File: config.mk
export PLATFORM = sky130hd
export DESIGN_NAME = rtd_ram
export DESIGN_NICKNAME = d
export VERILOG_FILES = /design/src/rtd_pkg.sv /design/src/rtd_ram.sv
export SDC_FILE = /design/constraint.sdc
export NUM_CORES = 1
export LEC_CHECK = 0
export BUFFER_PORTS_ARGS = -buffer_cell sky130_fd_sc_hd__buf_2
export CAP_MARGIN = 30
export CORE_MARGIN = 8
export CORE_UTILIZATION = 27
export CTS_CLUSTER_DIAMETER = 60
export DETAILED_ROUTE_END_ITERATION = 8
export PLACE_DENSITY = 0.45
export SYNTH_ARGS = -nofsm -noshare
export SYNTH_HDL_FRONTEND = slang
export SYNTH_SLANG_ARGS = --single-unit
export TNS_END_PERCENT = 100
File: constraint.sdc
create_clock -name clock -period 6 [get_ports clock]
set_clock_uncertainty 0.05 [all_clocks]
set_input_delay 1.2 -clock clock [delete_from_list [all_inputs] [get_ports clock]]
set_output_delay 1.2 -clock clock [all_outputs]
set_load 0.01 [all_outputs]
File: src/rtd_pkg.sv
// package: shared constants, operation codes and controller state type
`timescale 1ns / 1ps

package rtd_pkg;

   localparam int RTD_POOL_COUNT    = 64;
   localparam int RTD_HISTORY_DEPTH = 16;
   localparam int RTD_CLASS_COUNT   = 256;

   localparam int RTD_MIN_COUNT_FOR_THRASH = 4;

   typedef enum logic [1:0] {
      OP_RECORD = 2'd0,
      OP_CHECK  = 2'd1,
      OP_CLEAR  = 2'd2
   } op_type;

   typedef enum logic [3:0] {
      STATE_INIT,
      STATE_IDLE,
      STATE_META,
      STATE_H_RD,
      STATE_N_RD_D,
      STATE_N_UPD_D,
      STATE_N_RD_R,
      STATE_N_UPD_R,
      STATE_Z_RD,
      STATE_Z_D,
      STATE_Z_R,
      STATE_DONE
   } state_type;

endpackage

File: src/rtd_ram.sv
// generic simple dual-port ram, one write and one registered read port
`timescale 1ns / 1ps

module rtd_ram import rtd_pkg::*; #(
   parameter int WIDTH = 16,
   parameter int DEPTH = 16
) (
   input  logic                                     clock,
   input  logic                                     wr_en,
   input  logic [((DEPTH > 1) ? $clog2(DEPTH) : 1)-1:0] wr_addr,
   input  logic [WIDTH-1:0]                         wr_data,
   input  logic                                     rd_en,
   input  logic [((DEPTH > 1) ? $clog2(DEPTH) : 1)-1:0] rd_addr,
   output logic [WIDTH-1:0]                         rd_data_ff
);

   logic [WIDTH-1:0] mem_ff [DEPTH];

   always_ff @(posedge clock) begin
      if (wr_en) begin
         mem_ff[wr_addr] <= wr_data;
      end
      if (rd_en) begin
         rd_data_ff <= mem_ff[rd_addr];
      end
   end

endmodule

=== After elaboration in Yosys (flattened, before gate mapping) ===
Memory sizes are Yosys's and may differ from the RTL's. A register that Yosys moved wholly into a read port is not among the register bits.
Cells that the tools add are included.

* Flip-flop bits (word level): 0
* Memory bits (writable): 256
* Bits of input ports: 27
* Output and inout bits: 16
* Word-level logic and storage cells: 3
* Memories: 1

{| class="wikitable"
|+ Memory list
! name !! depth !! width !! rd ports !! clocked after Yosys merged registers in !! write ports !! RTL line !! text
|-
| mem_ff || 16 || 16 || 1 || 1 || 1 || rtd_ram.sv:17 || <nowiki>logic [WIDTH-1:0] mem_ff [DEPTH];</nowiki>
|}

* Mux-type cells: 2

{| class="wikitable"
|+ Operator list
! cell !! count
|-
| two-way mux 1 bit || 2
|}

=== Depth between registers and ports, before layout ===
Gate-level depths: netlist of the first run.

* Depth in word-level cells: 2
* Mapped depth: 5
* Gate-level depth less buffers: 3

=== Worst setup path before layout of the first run ===
Ideal clock, no wire load.

* Path kind: input-to-reg
* Start point: input port wr_addr[2] in the netlist's numbering
* End point: memory mem_ff[0][0], enable pin
* Library setup time: 0.409 ns
* Arrival: 2.846 ns
* Data required time: 5.541 ns
* Path slack: 2.695 ns
* Cell stages on the path: 2
* Path buffers: 0
* Cells stage by stage: or3b_2 -> nor3_1

{| class="wikitable"
|+ RTL lines
! element !! RTL line !! text
|-
| start: declaration || rtd_ram.sv:10 || <nowiki>input logic [((DEPTH > 1) ? $clog2(DEPTH) : 1)-1:0] wr_addr,</nowiki>
|-
| end: declaration || rtd_ram.sv:17 ||
|}

No word-level cell before the write port.

==> results.tsv, run 1 <==
metric	value	unit
status	completed	
Slew Viols, Final	0	
worst min path class	reg2reg	
CP Class	in2reg	
syn_nets	459	
Mapped Cells	432	
Starting Density	27.2	%
Placement Cell Area	11200	um2
chip height	210	um
MaxCap Viol Count	0	
syn avg cell area	23.6	um2
RSZ-0062 raised after global routing	no	
largest net degree at the start of global routing	29	
GP Congestion	0.667	
CP max FO	24	
drt drc	0	
die area	44300	um2
Synth-to-Final Area Change	17.9	%
TritonCTS Buffers	29	
DR vias/cell	4.56	
PortBufs	42	
CP Launch Type	primary input	
final WL	23.5	mm
global-route wire length before repair	34.6	mm
vias in the first global route	5137	
total track usage	10.6	%
# hold bufs at CTS	0	
Synth Area in Simple Gates	1.89	%
Avg WL per Cell	22.6	um
Synth Area in Compound Gates	2.35	%
most frequently used flop master after synthesis	edfxtp_1	
post-synthesis adder-cell area fraction	0	%
WP data required	6.23	ns
Distinct cells, synth	18	
FF-to-FF path depth	3	
EDFF count, synth	272	
global route overflow	0	
asr flop ratio synth	0	%
Resize count post-CTS	0	
R2R setup slack	4.48	ns
Finish-stage setup viols	0	
Final Hold Viols	0	
DR vias	4740	
setup TNS	0	ns
CTS Buffer Depth	3	
Final Util	32.1	%
Final HPWL DP	12.8	mm
Antenna diodes	0	
P_leak	0.00381	uW
I/O pin cnt	43	
xor/xnor share of the synthesized area	0	%
post-route design area	12000	um2
core footprint	37500	um2
arrival time of the worst setup path	2.92	ns
latest clock arrival within the worst-skew pair	0.53	ns
Synth Cell Area	10200	um2
#FFs+latches synth	272	
post-route ant nets	0	
Slew headroom	56.7	%
Net count, final	535	
die width	210	um
detailed router's first-iteration violation count	425	
num rows	71	
mux contribution to synthesized area	14.5	%
CTS tree	built	
layout cell share with drive strength beyond 1	33.1	%
PwrDens	325	nW/um2
Hold Path Cell Cnt	3	
post-CTS setup buffers	0	
clock slew at reported path FFs	0.06	ns
YS warnings	0	
maximum VDD drop	0.214	mV
ratio of final minimum period to clock period	44.8	%
htree depth	1	
part of the Yosys area used for sequential elements	80.0	%
CTS Sinks	272	
Worst-Margin Slew	0.650	ns
initial antenna violation count	1	
fmax	0.372	GHz
critical path endpoint category	flip-flop	
Tmin final	2.69	ns
clock root buffer	clkbuf_16	
drt pass-1 iters	4	
main combinational cell family by area after synthesis	multiplexers	
==> metal layers <==
| layer | global-route usage [%] | wire [um] | vias to the layer above | share of wire (%) |
|---|---|---|---|---|
| met5 | 0 | 16 | - | 0.068 |
| met4 | 2.53 | 478 | 2 | 2.0 |
| met3 | 2.11 | 1260 | 37 | 5.4 |
| met2 | 16.5 | 10700 | 137 | 46 |
| met1 | 15.2 | 11000 | 2553 | 47 |
| li1 | - | - | 2011 | - |
==> final cells by class <==
cell class                 instances  area, um2
tap                              511        639
sequential                       272       8170
clock buffer                      39        763
timing repair buffer              66        433
fill                            3598      25500
multi-input combinational        139       1970
clock inverter                    13       61.3
==> worst max-delay path: stages <==
cell and delay [ns]:
buf_4 0.42, buf_4 0.40, mux4_1 0.60, a22oi_1 0.20
nand2_1 0.07
==> flip-flops by register name (all words and copies together), names as in the netlist <==
signal and cells:
mem_ff 256, rd_data_ff 16
==> through the flow <==
step / setup WS [ns] / hold WS, ns / std cells / power [uW]
detailed placement: 2.71 / 0.686 / 988 / 2390
floorplan: 2.69 / 0.660 / 432 / 2300
global placement: 2.29 / 0.680 / 985 / 2380
global route: 3.15 / 0.724 / 1040 / 4060
finish: 3.31 / 0.686 / 1040 / 3910
CTS: 3.29 / 0.696 / 1040 / 3960
==> cell usage after synthesis (3+ instances only) <==
library cell    n  area [um2]
buf_1           3        11.3
mux4_2         54        1220
buf_2           3        15.0
edfxtp_1      272        8170
a22oi_1        32         240
mux4_1         10         263
nand2_1        17        63.8
nor3_1          4        20.0
buf_4           3        22.5
nor2_1         13        48.8
buf_6           4        45.0
clkbuf_1        8        30.0
==> logic make-up (layout without fill, tap and decap cells) <==
family,count (synthesis),count (layout)
mux,64,64
buf+inv,21,118
flops,272,272
simple gates,43,43
compound gates,32,32
==> layout by cell type (no fill, tap or decap) <==
cell type,n
clkinv_2,6
mux4_1,10
nand2b_1,2
and2_1,1
clkbuf_1,10
nor2_2,12
nand3b_1,2
buf_2,41
buf_16,1
a22oi_1,32
buf_4,22
nand2_1,17
nor3_2,4
or3b_2,1
inv_6,1
clkbuf_16,29
buf_12,1
clkinv_1,6
nor2b_2,2
mux4_2,54
edfxtp_1,272
buf_8,1
nor2_1,1
nand3_1,1
==> power breakdown <==
group | switching [uW] | internal, uW
registers | 11.4 | 2140
logic | 114 | 78.5
clock network | 677 | 885
==> path summary, 6_finish.rpt <==
path	from	to
setup / recovery	rd_addr[0]	rd_data_ff[10]
hold / removal	mem_ff[12][9]	rd_data_ff[9]
setup reg to reg	mem_ff[1][0]	rd_data_ff[0]
hold reg to reg	mem_ff[12][9]	rd_data_ff[9]
(Power assumes the default switching activity.)
==> inputs of run 2 (changes only) <==
- clock period: 6 -> 2.74 ns (I/O delays scaled with it)
==> run 2 against run 1 <==
Effect of this change: critical endpoint is now rd_data_ff[6]; utilization grew 0.41 points; routed wire length shrank 1.4%; die area is the same; power grew 130%; highest routed layer unchanged; combinational power grew 120%; critical path depth shrank 4; flip-flop and latch count is the same.
==> results.tsv, run 2 (same netlist as run 1, synthesis figures left out) <==
metric	value	unit	change
num rows	71		unchanged
CP Launch Type	flip-flop		
CP cell instances	buf_2		
ratio of final minimum period to clock period	64.0	%	
Slew headroom	59.6	%	+3.0 points
global-route wire length before repair	33.6	mm	-2.7%
CP max FO	1		-96%
worst min path class	in2reg		
arrival time of the worst setup path	1.15	ns	-1.77 ns
Final HPWL DP	12.7	mm	-0.50%
CTS Sinks	272		unchanged
MaxCap Viol Count	0		unchanged
core footprint	37500	um2	unchanged
r2r endpoint	rd_data_ff[7]		
clock slew at reported path FFs	0.06	ns	about the same
die width	210	um	unchanged
DR vias	4652		-1.9%
Tmin final	1.75	ns	
Largest regs	mem_ff (256), rd_data_ff (16)		
Avg WL per Cell	22.2	um	-1.5%
post-route ant nets	0		unchanged
worst setup path endpoint	rd_data_ff[6]		
Finish-stage setup viols	0		unchanged
Worst path depth	1		-4
worst r2r src	mem_ff[1][7]		
# hold bufs at CTS	0		unchanged
Starting Density	27.2	%	unchanged
CTS Buffer Depth	3		unchanged
Antenna diodes	0		unchanged
layout cell share with drive strength beyond 1	33.3	%	+0.25 points
Synth-to-Final Area Change	19.4	%	
critical path endpoint category	primary output		
TritonCTS Buffers	30		+3.4%
Worst-Margin Slew	0.603	ns	-0.0471 ns
htree depth	1		unchanged
final WL	23.2	mm	-1.4%
initial antenna violation count	1		unchanged
setup TNS	0	ns	unchanged
detailed router's first-iteration violation count	269		-37%
maximum VDD drop	0.430	mV	+100%
latest clock arrival within the worst-skew pair	0.54	ns	about the same
Largest register FFs	256		unchanged
commonest non-fill, non-tap cells in the layout	edfxtp_1, mux4_2, buf_2		
RSZ-0062 raised after global routing	no		
largest net degree at the start of global routing	38		+31%
global route overflow	0		unchanged
Largest stage delay, worst path	0.44	ns	-0.16 ns
fillers	3612		+0.39%
FF-to-FF path depth	3		unchanged
drt drc	0		unchanged
CP max-delay cell	edfxtp_1		
register name with the most flops	mem_ff		
chip height	210	um	unchanged
vias in the first global route	5025		-2.2%
PortBufs	42		unchanged
R2R setup slack	1.23	ns	-3.25 ns
fmax	0.571	GHz	
post-route design area	12200	um2	+1.3%
CP Class	reg2out		
Resize count post-CTS	0		unchanged
Slew Viols, Final	0		unchanged
commonest non-fill, non-tap cell in the layout	edfxtp_1		
CTS tree	built		
Non-Filler Instances	1042		+0.19%
CP Launch Point	rd_data_ff[6]		
CP delay by family, top	flip-flops		
total track usage	10.4	%	-0.21 points
drt pass-1 iters	4		unchanged
DR vias/cell	4.46		-2.0%
GP Congestion	0.689		+3.2%
Placement Cell Area	11200	um2	about the same
Net count, final	536		+0.19%
PwrDens	739	nW/um2	+130%
WP data required	2.14	ns	-4.09 ns
post-CTS setup buffers	0		unchanged
clock root buffer	clkbuf_16		
die area	44300	um2	unchanged
Final Hold Viols	0		unchanged
status	completed		
dpl cells	987		-0.10%
Buf+Inv Stages, Crit Path	1		-1
P_leak	0.00387	uW	+1.5%
I/O pin cnt	43		unchanged
==> run 2: changes by cell type in the layout (fill, tap and decap cells not counted), sizes merged <==
cell,previous run,this run
clkinv,12,6
bufinv,0,3
clkbuf,39,42
clkinvlp,0,2
==> run 2: worst reg2reg max path: stages, from the launching register on <==
cell	delay [ns]
edfxtp_1	0.36
mux4_1	0.56
a22oi_1	0.22
nand2_1	0.07
==> run 2: stage by stage <==
stage / utilization, % / total power, uW / setup slack (ns) / hold WS [ns]
3_3_place_gp: 29.9 / 5220 / 0.515 / 0.681
2_1_floorplan: - / 5030 / 0.0869 / 0.597
5_1_grt: 32.5 / 9320 / 0.949 / 0.322
4_1_cts: 32.5 / 9130 / 0.968 / 0.313
6_report: 32.5 / 9010 / 0.987 / 0.329
3_5_place_dp: 29.9 / 5240 / 0.508 / 0.693
==> run 2: layout make-up <==
type	count	area [um2]	area share [%]
timing repair buffer	66	458	3.76
sequential	272	8170	67.0
tap	511	639	5.25
clock buffer	42	817	6.70
clock inverter	12	138	1.13
multi-input combinational	139	1970	16.1
==> run 2: where the power goes <==
part	total [uW]	internal, uW	switching, uW
clock	3870	2350	1520
combinational	427	176	251
sequential	4710	4690	24.6
==> run 2: how the worst min path moves through the flow <==
stage              startpoint              to  slack, ns  cells past startpoint
6_report          wr_data[14]  mem_ff[13][14]       0.33                      1
3_5_place_dp   mem_ff[14][12]  rd_data_ff[12]       0.69                      3
5_1_grt           wr_data[12]   mem_ff[1][12]       0.32                      1
4_1_cts            wr_data[4]    mem_ff[6][4]       0.31                      1
2_1_floorplan      wr_data[0]    mem_ff[0][0]       0.60                      0
3_3_place_gp    mem_ff[12][5]   rd_data_ff[5]       0.68                      3
==> run 2: metal layers <==
layer	vias up	global-route usage, %	wire, um
li1	2012	-	-
met1	2497	14.3	10900
met2	109	16.8	10800
met3	32	1.96	995
met4	2	2.70	399
met5	-	0	13
